$ cat src/design/rtpp_pkg.sv
`timescale 1ns / 1ps
// ----------------------------------------------------------------------------
// rtpp_pkg
// shared types, codes and tables of the ringtone text parser
// ----------------------------------------------------------------------------
package rtpp_pkg;

    // result kinds
    localparam logic [1:0] KIND_NOTE  = 2'd0;
    localparam logic [1:0] KIND_END   = 2'd1;
    localparam logic [1:0] KIND_ERROR = 2'd2;

    // configuration register indexes
    localparam logic [1:0] CFG_DEF_DURATION = 2'd0;
    localparam logic [1:0] CFG_DEF_OCTAVE   = 2'd1;
    localparam logic [1:0] CFG_TEMPO        = 2'd2;

    // reset values of the configuration registers
    localparam logic [7:0]  RST_DEF_DURATION = 8'd4;
    localparam logic [7:0]  RST_DEF_OCTAVE   = 8'd6;
    localparam logic [15:0] RST_TEMPO        = 16'd63;

    // divider geometry: four beats of one minute in ms over the tempo
    localparam int          DIV_W     = 18;
    localparam logic [17:0] WHOLE_MS  = 18'd240000;
    localparam logic [3:0]  SEMI_REST = 4'd15;

    typedef struct packed {
        logic [7:0] tune_char;
        logic       end_of_tune;
    } in_item_t;

    typedef struct packed {
        logic [1:0]  result_kind;
        logic [11:0] freq_hz;
        logic [15:0] dur_ms;
        logic        last;
    } out_item_t;

    typedef struct packed {
        logic       load;
        logic       pass;
        logic       div_start;
        logic       div_second;
        logic       finish;
        logic       end_push;
        logic       rd_idx;
    } rtpp_cmd_t;

    typedef struct packed {
        logic       again;
        logic       fin_req;
        logic       div_done;
        logic       end_flag;
        logic [1:0] count;
    } rtpp_sts_t;

    typedef struct packed {
        logic        wr;
        logic [1:0]  index;
        logic [15:0] data;
    } rtpp_cfg_t;

    // semitone of letters a..g
    function automatic logic [3:0] letter_semi(input logic [2:0] idx);
        logic [3:0] s;
        unique case (idx)
            3'd0:    s = 4'd9;
            3'd1:    s = 4'd11;
            3'd2:    s = 4'd0;
            3'd3:    s = 4'd2;
            3'd4:    s = 4'd4;
            3'd5:    s = 4'd5;
            3'd6:    s = 4'd7;
            default: s = 4'd0;
        endcase
        return s;
    endfunction

    // octave four frequencies
    function automatic logic [11:0] base_freq(input logic [3:0] semi);
        logic [11:0] f;
        unique case (semi)
            4'd0:    f = 12'd262;
            4'd1:    f = 12'd277;
            4'd2:    f = 12'd294;
            4'd3:    f = 12'd311;
            4'd4:    f = 12'd330;
            4'd5:    f = 12'd349;
            4'd6:    f = 12'd370;
            4'd7:    f = 12'd392;
            4'd8:    f = 12'd415;
            4'd9:    f = 12'd440;
            4'd10:   f = 12'd466;
            4'd11:   f = 12'd494;
            default: f = 12'd0;
        endcase
        return f;
    endfunction

endpackage

$ cat src/design/rtpp_div.sv
`timescale 1ns / 1ps
// ----------------------------------------------------------------------------
// rtpp_div
// restoring divider, one quotient bit per cycle
// ----------------------------------------------------------------------------
module rtpp_div (
    input  logic                       clk,
    input  logic                       rst_n,
    input  logic                       start,
    input  logic [rtpp_pkg::DIV_W-1:0] dividend,
    input  logic [15:0]                divisor,
    output logic [rtpp_pkg::DIV_W-1:0] quotient,
    output logic                       done
);
    import rtpp_pkg::*;

    localparam logic [4:0] LAST_STEP = 5'(DIV_W - 1);

    logic [DIV_W-1:0] quo_reg, quo_next;
    logic [15:0]      rem_reg, rem_next;
    logic [15:0]      dvs_reg;
    logic [4:0]       cnt_reg, cnt_next;
    logic             busy_reg, busy_next;
    logic             done_reg, done_next;
    logic [16:0]      trial;
    logic             fits;

    assign trial = {rem_reg, quo_reg[DIV_W-1]};
    assign fits  = trial >= {1'b0, dvs_reg};

    always_comb
    begin
        quo_next  = quo_reg;
        rem_next  = rem_reg;
        cnt_next  = cnt_reg;
        busy_next = busy_reg;
        done_next = done_reg;
        if (start)
        begin
            quo_next  = dividend;
            rem_next  = '0;
            cnt_next  = '0;
            busy_next = 1'b1;
            done_next = 1'b0;
        end
        else if (busy_reg)
        begin
            quo_next = {quo_reg[DIV_W-2:0], fits};
            rem_next = fits ? 16'(trial - {1'b0, dvs_reg}) : trial[15:0];
            cnt_next = cnt_reg + 5'd1;
            if (cnt_reg == LAST_STEP)
            begin
                busy_next = 1'b0;
                done_next = 1'b1;
            end
        end
    end

    always_ff @(posedge clk or negedge rst_n)
    begin
        if (!rst_n)
        begin
            busy_reg <= 1'b0;
            done_reg <= 1'b0;
            cnt_reg  <= '0;
        end
        else
        begin
            busy_reg <= busy_next;
            done_reg <= done_next;
            cnt_reg  <= cnt_next;
        end
    end

    always_ff @(posedge clk)
    begin
        quo_reg <= quo_next;
        rem_reg <= rem_next;
        if (start)
        begin
            dvs_reg <= divisor;
        end
    end

    assign quotient = quo_reg;
    assign done     = done_reg;

endmodule

$ cat src/design/rtpp_datapath.sv
`timescale 1ns / 1ps
// ----------------------------------------------------------------------------
// rtpp_datapath
// parse state, one parse pass per command, note finish and result buffer
// ----------------------------------------------------------------------------
module rtpp_datapath (
    input  logic                  clk,
    input  logic                  rst_n,
    input  rtpp_pkg::in_item_t    in_data,
    input  rtpp_pkg::rtpp_cfg_t   cfg,
    input  rtpp_pkg::rtpp_cmd_t   cmd,
    output rtpp_pkg::rtpp_sts_t   sts,
    output rtpp_pkg::out_item_t   out_data
);
    import rtpp_pkg::*;

    typedef enum logic [3:0] {
        PH_NAME, PH_HKEY, PH_HSKIP, PH_HNUM, PH_SEP,
        PH_DUR, PH_LETTER, PH_SHARP, PH_OCT, PH_HALT
    } phase_t;

    typedef enum logic [1:0] {KEY_NONE, KEY_D, KEY_O, KEY_B} key_t;

    phase_t      phase_reg, phase_next;
    key_t        key_reg, key_next;
    logic [15:0] accum_reg, accum_next;
    logic [7:0]  dd_reg, dd_next;
    logic [7:0]  doct_reg, doct_next;
    logic [15:0] tempo_reg, tempo_next;
    logic [15:0] ndur_reg, ndur_next;
    logic [3:0]  semi_reg, semi_next;
    logic        dot_reg, dot_next;
    logic        fagain_reg, fagain_next;
    logic [7:0]  char_reg;
    logic        end_reg;
    logic [7:0]  cfg_dd_reg, cfg_do_reg;
    logic [15:0] cfg_tempo_reg;
    logic [1:0]  cnt_reg, cnt_next;
    out_item_t   res_reg [2];

    logic        push_en;
    logic [1:0]  push_kind;
    logic [11:0] push_freq;
    logic [15:0] push_dur;
    logic        again, fin_req;

    logic        dig;
    logic [15:0] digit_val, acc10;
    logic [7:0]  lower;
    logic [15:0] oct;
    logic        div_zero;
    logic [DIV_W-1:0] quo;
    logic        div_done;
    logic [DIV_W:0]   ms_sum;
    logic [DIV_W-1:0] dividend;
    logic [15:0] divisor;

    assign dig       = !end_reg && char_reg >= 8'h30 && char_reg <= 8'h39;
    assign digit_val = {8'd0, 8'(char_reg - 8'h30)};
    assign acc10     = {accum_reg[12:0], 3'b000} + {accum_reg[14:0], 1'b0} + digit_val;
    assign lower     = (char_reg >= 8'h41 && char_reg <= 8'h5A) ? 8'(char_reg + 8'd32)
                                                                : char_reg;
    assign oct       = (accum_reg != 16'd0) ? accum_reg : {8'd0, doct_reg};
    assign div_zero  = tempo_reg == 16'd0 || ndur_reg == 16'd0;
    assign ms_sum    = {1'b0, quo} + (dot_reg ? {2'b00, quo[DIV_W-1:1]} : '0);
    assign dividend  = cmd.div_second ? quo : WHOLE_MS;
    assign divisor   = cmd.div_second ? ndur_reg : tempo_reg;

    rtpp_div u_div (
        .clk      (clk),
        .rst_n    (rst_n),
        .start    (cmd.div_start),
        .dividend (dividend),
        .divisor  (divisor),
        .quotient (quo),
        .done     (div_done)
    );

    always_comb
    begin
        phase_next  = phase_reg;
        key_next    = key_reg;
        accum_next  = accum_reg;
        dd_next     = dd_reg;
        doct_next   = doct_reg;
        tempo_next  = tempo_reg;
        ndur_next   = ndur_reg;
        semi_next   = semi_reg;
        dot_next    = dot_reg;
        fagain_next = fagain_reg;
        push_en     = 1'b0;
        push_kind   = KIND_ERROR;
        push_freq   = '0;
        push_dur    = '0;
        again       = 1'b0;
        fin_req     = 1'b0;

        if (cmd.pass)
        begin
            unique case (phase_reg)
                PH_NAME:
                begin
                    if (end_reg)
                    begin
                        push_en    = 1'b1;
                        phase_next = PH_HALT;
                    end
                    else if (char_reg == ":")
                    begin
                        dd_next    = cfg_dd_reg;
                        doct_next  = cfg_do_reg;
                        tempo_next = cfg_tempo_reg;
                        phase_next = PH_HKEY;
                    end
                end
                PH_HKEY:
                begin
                    if (end_reg)
                    begin
                        push_en    = 1'b1;
                        phase_next = PH_HALT;
                    end
                    else if (char_reg == ":")
                    begin
                        if (dd_reg == 8'd0 || tempo_reg == 16'd0)
                        begin
                            push_en    = 1'b1;
                            phase_next = PH_HALT;
                        end
                        else
                        begin
                            accum_next = '0;
                            phase_next = PH_SEP;
                        end
                    end
                    else if (char_reg == "d")
                    begin
                        key_next   = KEY_D;
                        phase_next = PH_HSKIP;
                    end
                    else if (char_reg == "o")
                    begin
                        key_next   = KEY_O;
                        phase_next = PH_HSKIP;
                    end
                    else if (char_reg == "b")
                    begin
                        key_next   = KEY_B;
                        phase_next = PH_HSKIP;
                    end
                end
                PH_HSKIP:
                begin
                    if (end_reg)
                    begin
                        push_en    = 1'b1;
                        phase_next = PH_HALT;
                    end
                    else
                    begin
                        accum_next = '0;
                        phase_next = PH_HNUM;
                    end
                end
                PH_HNUM:
                begin
                    if (dig)
                    begin
                        accum_next = acc10;
                    end
                    else
                    begin
                        unique case (key_reg)
                            KEY_D:    dd_next    = accum_reg[7:0];
                            KEY_O:    doct_next  = accum_reg[7:0];
                            KEY_B:    tempo_next = accum_reg;
                            default:  ;
                        endcase
                        key_next   = KEY_NONE;
                        accum_next = '0;
                        phase_next = PH_HKEY;
                        again      = 1'b1;
                    end
                end
                PH_SEP, PH_DUR:
                begin
                    if (phase_reg == PH_SEP && (end_reg || char_reg == "," || char_reg == " "))
                    begin
                    end
                    else if (dig)
                    begin
                        accum_next = (phase_reg == PH_SEP) ? digit_val : acc10;
                        phase_next = PH_DUR;
                    end
                    else
                    begin
                        if (phase_reg == PH_SEP)
                        begin
                            ndur_next = {8'd0, dd_reg};
                        end
                        else
                        begin
                            ndur_next  = (accum_reg != 16'd0) ? accum_reg : {8'd0, dd_reg};
                            accum_next = '0;
                        end
                        // note letter starts here
                        if (!end_reg)
                        begin
                            dot_next = 1'b0;
                        end
                        if (end_reg)
                        begin
                            push_en    = 1'b1;
                            phase_next = PH_HALT;
                        end
                        else if (lower >= "a" && lower <= "g")
                        begin
                            semi_next  = letter_semi(3'(lower - 8'h61));
                            phase_next = PH_LETTER;
                        end
                        else if (lower == "p")
                        begin
                            semi_next  = SEMI_REST;
                            phase_next = PH_LETTER;
                        end
                        else
                        begin
                            push_en    = 1'b1;
                            phase_next = PH_HALT;
                        end
                    end
                end
                PH_LETTER:
                begin
                    phase_next = PH_SHARP;
                    if (!end_reg && char_reg == "#")
                    begin
                        if (semi_reg < 4'd11)
                        begin
                            semi_next = semi_reg + 4'd1;
                        end
                    end
                    else
                    begin
                        again = 1'b1;
                    end
                end
                PH_SHARP:
                begin
                    accum_next = '0;
                    if (!end_reg && char_reg == ".")
                    begin
                        dot_next   = 1'b1;
                        phase_next = PH_OCT;
                    end
                    else if (dig)
                    begin
                        accum_next = digit_val;
                        phase_next = PH_OCT;
                    end
                    else
                    begin
                        fin_req     = 1'b1;
                        fagain_next = 1'b1;
                    end
                end
                PH_OCT:
                begin
                    if (dig)
                    begin
                        accum_next = acc10;
                    end
                    else if (!end_reg && char_reg == ".")
                    begin
                        dot_next    = 1'b1;
                        fin_req     = 1'b1;
                        fagain_next = 1'b0;
                    end
                    else
                    begin
                        fin_req     = 1'b1;
                        fagain_next = 1'b1;
                    end
                end
                PH_HALT:
                begin
                end
                default:
                begin
                    phase_next = PH_HALT;
                end
            endcase
        end
        else if (cmd.finish)
        begin
            push_en = 1'b1;
            if (semi_reg != SEMI_REST
                && (oct < 16'd4 || oct > 16'd7 || semi_reg > 4'd11))
            begin
                phase_next = PH_HALT;
            end
            else
            begin
                push_kind  = KIND_NOTE;
                push_freq  = (semi_reg == SEMI_REST) ? 12'd0
                                                     : base_freq(semi_reg) << oct[1:0];
                push_dur   = div_zero ? 16'd0 : ms_sum[15:0];
                accum_next = '0;
                phase_next = PH_SEP;
                again      = fagain_reg;
            end
        end
        else if (cmd.end_push)
        begin
            push_en    = 1'b1;
            push_kind  = KIND_END;
            phase_next = PH_NAME;
            key_next   = KEY_NONE;
            accum_next = '0;
            ndur_next  = '0;
            semi_next  = SEMI_REST;
            dot_next   = 1'b0;
        end
    end

    always_comb
    begin
        cnt_next = cnt_reg;
        if (cmd.load)
        begin
            cnt_next = '0;
        end
        else if (push_en)
        begin
            cnt_next = cnt_reg + 2'd1;
        end
    end

    always_ff @(posedge clk or negedge rst_n)
    begin
        if (!rst_n)
        begin
            phase_reg     <= PH_NAME;
            key_reg       <= KEY_NONE;
            accum_reg     <= '0;
            dd_reg        <= RST_DEF_DURATION;
            doct_reg      <= RST_DEF_OCTAVE;
            tempo_reg     <= RST_TEMPO;
            ndur_reg      <= '0;
            semi_reg      <= SEMI_REST;
            dot_reg       <= 1'b0;
            fagain_reg    <= 1'b0;
            cnt_reg       <= '0;
            cfg_dd_reg    <= RST_DEF_DURATION;
            cfg_do_reg    <= RST_DEF_OCTAVE;
            cfg_tempo_reg <= RST_TEMPO;
        end
        else
        begin
            phase_reg  <= phase_next;
            key_reg    <= key_next;
            accum_reg  <= accum_next;
            dd_reg     <= dd_next;
            doct_reg   <= doct_next;
            tempo_reg  <= tempo_next;
            ndur_reg   <= ndur_next;
            semi_reg   <= semi_next;
            dot_reg    <= dot_next;
            fagain_reg <= fagain_next;
            cnt_reg    <= cnt_next;
            if (cfg.wr)
            begin
                unique case (cfg.index)
                    CFG_DEF_DURATION: cfg_dd_reg    <= cfg.data[7:0];
                    CFG_DEF_OCTAVE:   cfg_do_reg    <= cfg.data[7:0];
                    CFG_TEMPO:        cfg_tempo_reg <= cfg.data;
                    default:          ;
                endcase
            end
        end
    end

    // item and result buffer, payload only
    always_ff @(posedge clk)
    begin
        if (cmd.load)
        begin
            char_reg <= in_data.tune_char;
            end_reg  <= in_data.end_of_tune;
        end
        if (push_en && !cmd.load)
        begin
            res_reg[cnt_reg[0]] <= '{push_kind, push_freq, push_dur, 1'b0};
        end
    end

    assign sts.again    = again;
    assign sts.fin_req  = fin_req;
    assign sts.div_done = div_done;
    assign sts.end_flag = end_reg;
    assign sts.count    = cnt_reg;

    always_comb
    begin
        out_data      = res_reg[cmd.rd_idx];
        out_data.last = ({1'b0, cmd.rd_idx} == 2'(cnt_reg - 2'd1));
    end

endmodule

$ cat src/design/rtpp_ctrl.sv
`timescale 1ns / 1ps
// ----------------------------------------------------------------------------
// rtpp_ctrl
// sequencer: accept, parse passes, two divides per note, result delivery
// ----------------------------------------------------------------------------
module rtpp_ctrl (
    input  logic                clk,
    input  logic                rst_n,
    input  logic                in_valid,
    output logic                in_stall,
    output logic                out_valid,
    input  logic                out_stall,
    input  rtpp_pkg::rtpp_sts_t sts,
    output rtpp_pkg::rtpp_cmd_t cmd
);
    import rtpp_pkg::*;

    typedef enum logic [2:0] {
        ST_IDLE, ST_PASS, ST_DIV_A, ST_DIV_B, ST_FIN, ST_ENDP, ST_CHECK, ST_EMIT
    } state_t;

    state_t state_reg, state_next;
    logic   idx_reg, idx_next;

    always_comb
    begin
        state_next     = state_reg;
        idx_next       = idx_reg;
        cmd            = '0;
        cmd.rd_idx     = idx_reg;
        unique case (state_reg)
            ST_IDLE:
            begin
                if (in_valid)
                begin
                    cmd.load   = 1'b1;
                    state_next = ST_PASS;
                end
            end
            ST_PASS:
            begin
                cmd.pass = 1'b1;
                if (sts.fin_req)
                begin
                    cmd.div_start = 1'b1;
                    state_next    = ST_DIV_A;
                end
                else if (!sts.again)
                begin
                    state_next = sts.end_flag ? ST_ENDP : ST_CHECK;
                end
            end
            ST_DIV_A:
            begin
                if (sts.div_done)
                begin
                    cmd.div_start  = 1'b1;
                    cmd.div_second = 1'b1;
                    state_next     = ST_DIV_B;
                end
            end
            ST_DIV_B:
            begin
                if (sts.div_done)
                begin
                    state_next = ST_FIN;
                end
            end
            ST_FIN:
            begin
                cmd.finish = 1'b1;
                if (sts.again)
                begin
                    state_next = ST_PASS;
                end
                else
                begin
                    state_next = sts.end_flag ? ST_ENDP : ST_CHECK;
                end
            end
            ST_ENDP:
            begin
                cmd.end_push = 1'b1;
                state_next   = ST_CHECK;
            end
            ST_CHECK:
            begin
                idx_next   = 1'b0;
                state_next = (sts.count == 2'd0) ? ST_IDLE : ST_EMIT;
            end
            ST_EMIT:
            begin
                if (!out_stall)
                begin
                    if ({1'b0, idx_reg} == 2'(sts.count - 2'd1))
                    begin
                        state_next = ST_IDLE;
                    end
                    else
                    begin
                        idx_next = 1'b1;
                    end
                end
            end
            default:
            begin
                state_next = ST_IDLE;
            end
        endcase
    end

    always_ff @(posedge clk or negedge rst_n)
    begin
        if (!rst_n)
        begin
            state_reg <= ST_IDLE;
            idx_reg   <= 1'b0;
        end
        else
        begin
            state_reg <= state_next;
            idx_reg   <= idx_next;
        end
    end

    assign in_stall  = state_reg != ST_IDLE;
    assign out_valid = state_reg == ST_EMIT;

endmodule

$ cat src/design/ringtone_text_note_parser_top.sv
`timescale 1ns / 1ps
// ----------------------------------------------------------------------------
// ringtone_text_note_parser_top
// ringtone text parser: characters in, notes with frequency and duration out
// ----------------------------------------------------------------------------
//  channel   direction  handshake             payload
//  in        input      in_valid / in_stall   in_data  (tune_char, end_of_tune)
//  out       output     out_valid / out_stall out_data (kind, freq, dur, last)
//  cfg       input      cfg_valid / cfg_ready cfg_index, cfg_data
//
//  a character takes an accept, its parse passes, an end push at end of text,
//  a check and the delivery of each result
//  (at most two)
//  a finished note adds two 18-step passes of the shared
//  restoring divider (240000 / tempo, then / duration), each handed over
//  by the sequencer, and a finish step
//  reset leaves the parser in the name section with the built-in defaults
//  a stalled result holds; no new character is taken until all results of
//  the current one are delivered
// ----------------------------------------------------------------------------
module ringtone_text_note_parser_top (
    input  logic                clk,
    input  logic                rst_n,
    input  logic                in_valid,
    output logic                in_stall,
    input  rtpp_pkg::in_item_t  in_data,
    output logic                out_valid,
    input  logic                out_stall,
    output rtpp_pkg::out_item_t out_data,
    input  logic                cfg_valid,
    output logic                cfg_ready,
    input  logic [1:0]          cfg_index,
    input  logic [15:0]         cfg_data
);
    import rtpp_pkg::*;

    rtpp_cmd_t cmd;
    rtpp_sts_t sts;
    rtpp_cfg_t cfg;

    // configuration is always taken
    assign cfg_ready = 1'b1;
    assign cfg.wr    = cfg_valid;
    assign cfg.index = cfg_index;
    assign cfg.data  = cfg_data;

    // sequencer
    rtpp_ctrl u_ctrl (
        .clk       (clk),
        .rst_n     (rst_n),
        .in_valid  (in_valid),
        .in_stall  (in_stall),
        .out_valid (out_valid),
        .out_stall (out_stall),
        .sts       (sts),
        .cmd       (cmd)
    );

    // parse state, divider and result buffer
    rtpp_datapath u_dp (
        .clk      (clk),
        .rst_n    (rst_n),
        .in_data  (in_data),
        .cfg      (cfg),
        .cmd      (cmd),
        .sts      (sts),
        .out_data (out_data)
    );

    // no character taken while a result is offered
    a_no_accept_during_out: assert property (@(posedge clk) disable iff (!rst_n)
        (in_valid && !in_stall) |-> !out_valid)
        else $error("character accepted while result pending");

    // an accepted character is parsed before any result appears
    a_parse_before_out: assert property (@(posedge clk) disable iff (!rst_n)
        (in_valid && !in_stall) |=> !out_valid)
        else $error("result offered right after accept");

    // the last result of a character ends delivery
    a_last_ends: assert property (@(posedge clk) disable iff (!rst_n)
        (out_valid && !out_stall && out_data.last) |=> (!out_valid && !in_stall))
        else $error("delivery continued after last transaction");

    // only defined kinds leave the block
    a_kind_valid: assert property (@(posedge clk) disable iff (!rst_n)
        out_valid |-> (out_data.result_kind == KIND_NOTE
                       || out_data.result_kind == KIND_END
                       || out_data.result_kind == KIND_ERROR))
        else $error("undefined result kind");

endmodule

$ cat config.mk
export PLATFORM = sky130hd
export DESIGN_NAME = ringtone_text_note_parser_top
export DESIGN_NICKNAME = d
export VERILOG_FILES = /design/src/design/rtpp_pkg.sv /design/src/design/rtpp_div.sv /design/src/design/rtpp_datapath.sv /design/src/design/rtpp_ctrl.sv /design/src/design/ringtone_text_note_parser_top.sv
export SDC_FILE = /design/constraint.sdc
export NUM_CORES = 1
export LEC_CHECK = 0
export BUFFER_PORTS_ARGS = -buffer_cell sky130_fd_sc_hd__buf_2
export CAP_MARGIN = 5
export CORE_ASPECT_RATIO = 1.75
export CORE_UTILIZATION = 40
export CTS_BUF_LIST = sky130_fd_sc_hd__clkbuf_8
export DETAILED_ROUTE_END_ITERATION = 16
export GPL_TIMING_DRIVEN = 0
export PLACE_DENSITY = 0.61
export SYNTH_ARGS = -nofsm -noshare
export SYNTH_HDL_FRONTEND = slang
export SYNTH_SLANG_ARGS = --single-unit
$ cat constraint.sdc
create_clock -name clk -period 4.2 [get_ports clk]
set_input_delay 0.21 -clock clk [delete_from_list [all_inputs] [get_ports clk]]
set_output_delay 0.21 -clock clk [all_outputs]
set_load 0.005 [all_outputs]
Word level (Yosys, flattened, before mapping)
Memory sizes are Yosys's and may differ from the RTL's.
Cells that the tools add are included.
- register bits: 180
- RAM bits: 60
- ROM bits: 144
- input port bits: 32
- output and inout bits: 34
- word-level logic and storage cells: 366
- memories: 2
- memories (name ; depth ; bits a word ; read ports ; clocked after Yosys merged registers in ; write ports ; RTL line ; source):
    (name not given) ; 16 ; 9 ; 1 ; 0 ; 0 ; rtpp_pkg.sv:83 ; unique case (semi)
    u_dp.res_reg ; 2 ; 30 ; 1 ; 0 ; 1 ; rtpp_datapath.sv:39 ; out_item_t res_reg [2];
- add/subtract/negate cells: 11
- order comparisons: 11
- equal/unequal tests: 85
- shift-type cells: 1
- mux-type cells: 177
- reduce and logical (&&, ||, !) cells: 55
- operators with widths (operator ; count):
    $mux 16 ; 34
    $mux 4 ; 31
    $pmux 16 s6 ; 1
    $mux 12 ; 7
    $mux 8 ; 10
    $mux 18 ; 3
    $mux 1 ; 48
    $eq 8x6->1 const B ; 5
    $mux 2 ; 17
    $ne 3x3->1 const B ; 11
    $add 16x16->16 ; 2
    $eq 8x7->1 const B ; 4
    $logic_not 16->1 ; 2
    $pmux 16 s2 ; 1
    $pmux 4 s8 ; 1
    $pmux 8 s2 ; 2
    $ne 2x2->1 const B ; 14
    $mux 3 ; 9
    $pmux 3 s8 ; 1
    $pmux 4 s6 ; 1
    $reduce_and 6->1 ; 4
    $eq 3x3->1 const B ; 7
    $reduce_and 7->1 ; 3
    $ge 17x16->1 ; 1
    59 further kinds ; 121

Depth between registers and ports, before layout
- depth in word-level cells: 14
- depth in mapped cells: 16
- gate-level depth less buffers: 15

Cells and area by module
From an unflattened synthesis, not the netlist that was laid out.
- cell total of the unflattened synthesis: 1443
- area, all modules: 14604.0 µm²
- modules (own cells, without submodules) (module ; instances ; cells an instance ; area an instance (µm²) ; seq. area each (µm²)):
    rtpp_datapath ; 1 ; 1093 ; 11043.1 ; 4852.2
    rtpp_div ; 1 ; 298 ; 3135.5 ; 1516.5
    rtpp_ctrl ; 1 ; 50 ; 414.1 ; 100.1
    ringtone_text_note_parser_top ; 1 ; 2 ; 11.3 ; 0.0

Worst setup path before layout
No wires, ideal clock.
- kind: reg-to-reg
- start point: reg u_dp.char_reg[4]
- end point: mem u_dp.res_reg[0][0] (netlist bit) (enable)
- library setup time: 0.456 ns
- data arrival time: 3.966 ns
- data required time: 3.744 ns
- slack: -0.223 ns
- cell stages (with the launch flop): 8
- path buffers: 0
- clock period less this slack: 4.423 ns
- cells stage by stage: edfxtp_1 ha_1 a32oi_1 nor2_1 or3_1 o21bai_1 a21oi_1 nor3_1
- cells in the longest elaborated chain, start to end: 14
- elaborated cells on any way between the ends: 31
- those cells by class: add/sub (1); order compare (6); eq/ne (4); mux (12); reduce/logical (8)
- RTL lines (what ; RTL line ; source):
    from (decl) ; rtpp_datapath.sv:34 ; logic [7:0] char_reg;
    from (signal assigned) ; rtpp_datapath.sv:388 ; char_reg <= in_data.tune_char;
    $ge 8x7->1 or $le 8x7->1 (tied branches) ; rtpp_datapath.sv:61 ; assign lower = (char_reg >= 8'h41 && char_reg <= 8'h5A) ? 8'(char_reg + 8'd32)
    $logic_and 1x1->1 ; rtpp_datapath.sv:61 ;
    $mux 8 ; rtpp_datapath.sv:61 ;
    $ge 8x7->1 (tied with other cells) ; rtpp_datapath.sv:216 ; else if (lower >= "a" && lower <= "g")
    $logic_and 1x1->1 or $mux 1 (tied branches) ; rtpp_datapath.sv:216, rtpp_datapath.sv:221 ;
    $mux 1 ; rtpp_datapath.sv:216 ;
    $mux 1 ; rtpp_datapath.sv:211 ; if (end_reg)
    $mux 1 ; rtpp_datapath.sv:190 ; else if (dig)
    $mux 1 ; rtpp_datapath.sv:187 ; if (phase_reg == PH_SEP && (end_reg || char_reg == "," || char_reg == " "))
    $pmux 1 s3 (*) ; rtpp_datapath.sv:100 ; unique case (phase_reg)
    $mux 1 (*) ; rtpp_datapath.sv:98 ; if (cmd.pass)
    $logic_and 1x1->1 (*) ; rtpp_datapath.sv:391 ; if (push_en && !cmd.load)
    $mux 1 (*) ; rtpp_datapath.sv:391 ;
    $mux 1 (not written as such) (*) ; rtpp_datapath.sv:393 ; res_reg[cnt_reg[0]] <= '{push_kind, push_freq, push_dur, 1'b0};
    to (decl) ; rtpp_datapath.sv:39 ;
Mark *: on every way between the ends. The rest lies on a longest branch, timed or not.

Final worst setup path
- start point: reg u_dp.char_reg[4]
- end point: reg u_dp.accum_reg[15]
- cells in the longest elaborated chain, start to end: 7
- elaborated cells on any way between the ends: 24
- those cells by class: add/sub (2); order compare (2); eq/ne (7); mux (7); reduce/logical (6)
- RTL lines (what ; RTL line ; source):
    $sub 8x6->8 or $ge 8x6->1 (tied branches) ; rtpp_datapath.sv:59, rtpp_datapath.sv:58 ;
    $add 16x8->16 or $logic_and 1x1->1 (tied branches) ; rtpp_datapath.sv:60, rtpp_datapath.sv:58 ;
    $mux 16 or $logic_and 1x1->1 (tied branches) ; rtpp_datapath.sv:192, rtpp_datapath.sv:58 ;
    $mux 16 ; rtpp_datapath.sv:190 ;
    $mux 16 ; rtpp_datapath.sv:187 ;
    $pmux 16 s6 ; rtpp_datapath.sv:100 ;
    $mux 16 ; rtpp_datapath.sv:98 ;
    to (signal assigned) ; rtpp_datapath.sv:362 ; accum_reg <= accum_next;
    to (decl) ; rtpp_datapath.sv:26 ; logic [15:0] accum_reg, accum_next;
Several ways; a longest one is shown, not always the timed one. The select of a mux whose other input is x is not followed.
A chain may end at the register's enable or synchronous reset.

==> impl_results.md <==
- Status: finished, final reports clean
- Post-synth EDFFs: 103
- Top-area cell type share of the netlist area: 22.4%
- Routed wire length: 35.5 mm
- Hold depth: 3
- Mapped Avg Cell Area: 10.0 µm²
- Core ar.: 33900 µm²
- Syn_nets: 1493
- Final Hold Fails: 0
- NumNets Final: 1628
- Final worst setup slack: 0.458 ns
- Total gr overflow: 0
- Pin count of the biggest net entering global routing: 99
- Critical path startpoint category: register
- WHS Endpoint: u_dp.cfg_dd_reg[7]$_DFFE_PN0P_
- CTS-repair resized insts: 0
- Leakage: 6.66 nW
- Type of destination of the critical path: register
- GPL Wtd Cong: 0.917
- H-tree levels: 2
- CTS tree: built
- Worst R2R End: u_dp.accum_reg[15]$_DFFE_PN0P_
- Number of CTS-inserted buffers: 38
- Hold path startpoint: cfg_index[0]
- # DRC: 0
- I/O pins: 66
- Slew headroom: 29.1%
- CTS clk-pin slew, worst paths: 0.07 ns
- Clock sink count: 240
- Worst Skew: 0.0456 ns
- WL/cell: 17.7 µm
- VDD IR max: 0.285 mV
- Final slew viol count: 0
- Initial drt markers: 550
- PortBufs: 64
- Pwr dens: 697 nW/µm²
- Synth Cell Area: 13800 µm²
- Max clock buf depth: 3
- R2R setup slack: 0.46 ns
- Synth Register Bits: 240
- GRT Total Usage: 20.9%
- Max-cap violation count: 0
- Row Count: 89
- Area growth syn-to-layout: 15.4%
- Reg2reg path depth: 14
- Slew @ Worst Pin: 1.06 ns
- Synth area leader: edfxtp_1
- CP arrival: 4.20 ns
- Distinct cells, synth: 82
- Number of global-route vias before repair: 11300
- Setup WS pre-CTS: 0.447 ns
- Via density: 5.47
- Seq/Total Area, Yosys: 46.8%
- Initial Util: 40.8%
- Share of flip-flops with an asynchronous set or reset: 50.4%
- Root Buffer: clkbuf_8
- Critical Path RT: 4.66 ns
- Reg2reg start: u_dp.char_reg[4]$_DFFE_PP_
- CP Class: register to register
- Hold slack: 0.0506 ns
- Top-count cell post-synth: nor2_1
- Max FFs per register: 60
- Main flop type after synthesis: edfxtp_1
- Share of layout cells above drive strength 1: 16.4%
- Antenna violations before repair: 1
- Final cycle utilization of the critical path: 89.1%
- Worst Path Max Fanout: 9
- Antenna-violating nets left: 0
- Yosys warning count: 0
- HPWL after DPL: 27.1 mm
- DRT Pass-1 Iters: 5
- Synth top area cells: edfxtp_1, dfrtp_1, mux2_2
- Max Clk Rate: 0.267 GHz
- Routed via count: 10900
- Die area: 35300 µm²
- Hold crit path type: input pin to register
- Period minus WS final: 3.74 ns
- Final setup TNS: 0 ns
- RSZ-0062 raised after global routing: false
- Die X: 142 µm
- Gate Count Post-Synth: 1381
- Final setup viols: 0
- Top cells by count, synth: nor2_1, a21oi_1, nand2_1
- First-pass GRT wire length: 57.4 mm
- Clk_lat worst skew: 0.58 ns
- Die height: 248 µm
-- layer usage --
metal	vias up	GRT usage, %	share of wire (%)
met5	-	0	0
met4	0	13.3	6.1
met3	117	2.64	3.2
met2	270	41.3	55
met1	5268	19.9	36
li1	5289	-	-
-- report_power, final --
| group | internal (W) | switching (W) |
|---|---|---|
| sequential | 0.00339 | 0.000503 |
| combinational | 0.00201 | 0.00299 |
| clock | 0.00124 | 0.000978 |
-- worst max-delay path by stage --
stage / slack (ns) / end / depth (start not counted) / startpoint
6_report: 0.46 / u_dp.accum_reg[15]$_DFFE_PN0P_ / 14 / u_dp.char_reg[4]$_DFFE_PP_
3_3_place_gp: -0.44 / u_dp.res_reg[0][13]$_DFFE_PP_ / 7 / u_dp.char_reg[4]$_DFFE_PP_
4_1_cts: 0.45 / u_dp.accum_reg[15]$_DFFE_PN0P_ / 14 / u_dp.char_reg[4]$_DFFE_PP_
2_1_floorplan: 0.69 / u_dp.res_reg[0][0]$_DFFE_PP_ / 7 / u_dp.char_reg[4]$_DFFE_PP_
5_1_grt: 0.08 / u_dp.accum_reg[15]$_DFFE_PN0P_ / 14 / u_dp.char_reg[4]$_DFFE_PP_
3_5_place_dp: 0.45 / u_dp.accum_reg[15]$_DFFE_PN0P_ / 14 / u_dp.char_reg[4]$_DFFE_PP_
-- critical path: stages, from the launching register on --
cell      delay, ns
edfxtp_1       0.61
inv_1          0.16
ha_1           0.31
inv_1          0.06
fa_1           0.48
inv_1          0.04
ha_1           0.32
o21ai_0        0.12
o21bai_1       0.13
o311a_1        0.33
nor4_1         0.34
o41a_1         0.28
o21ai_0        0.15
xnor2_1        0.15
o31ai_1        0.20
-- layout make-up --
cell class,count,area (µm²)
Timing Repair Buffer,95,684
Inverter,71,267
Multi-Input combinational cell,1007,6840
Antenna cell,1,2.50
Clock buffer,42,578
Buffer,63,265
Tap cell,455,569
Clock inverter,28,268
Fill cell,3288,17900
Sequential cell,240,6470
-- layout by cell type (no fill, tap or decap), drive strengths merged, types with 11 or more instances in the layout --
cell / n
a21oi: 119
ha: 72
mux2i: 11
o31ai: 19
dfstp: 22
and3: 14
edfxtp: 103
dfxtp: 16
and2: 23
nor2b: 18
nand4: 11
clkbuf: 95
nand2: 112
nand2b: 22
xnor2: 29
xor2: 17
nand3: 14
inv: 86
nor4: 22
dfrtp: 99
mux2: 82
nor2: 133
dlygate4sd3: 27
nor3: 39
o21ai: 75
buf: 78
a31oi: 24
-- logic make-up (layout without fill, tap and decap cells) --
logic type / count (synthesis) / in the layout / synth area share [%]
AOI/OAI and AO/OA: 342 / 342 / 15.5
adders and majority gates: 80 / 80 / 7.68
and+or+nand+nor: 445 / 445 / 15.7
DFF: 240 / 240 / 46.8
xor gates and xnor gates: 46 / 46 / 2.92
muxes: 93 / 93 / 7.48
other: 1 / 2 / 0.0271
buffers and inverters: 134 / 299 / 3.85
-- stage by stage --
stage	instance area [µm²]	std cells	util, %	power (W)
after floorplan	13800	1381	-	0.00736
after global placement	14700	1900	43.5	0.00873
after detailed placement	14800	1903	43.8	0.00890
after CTS	15900	2000	47.1	0.0112
after global routing	15900	2002	47.1	0.0120
final	15900	2002	47.1	0.0111
-- repair_timing --
| item | 4_1_cts | 5_1_grt |
|---|---|---|
| setup buffers | 0 | 0 |
| hold buffers | 27 | 0 |
| endpoints found under the hold margin | 145 | 0 |
Power figures use the tool's default switching activity.
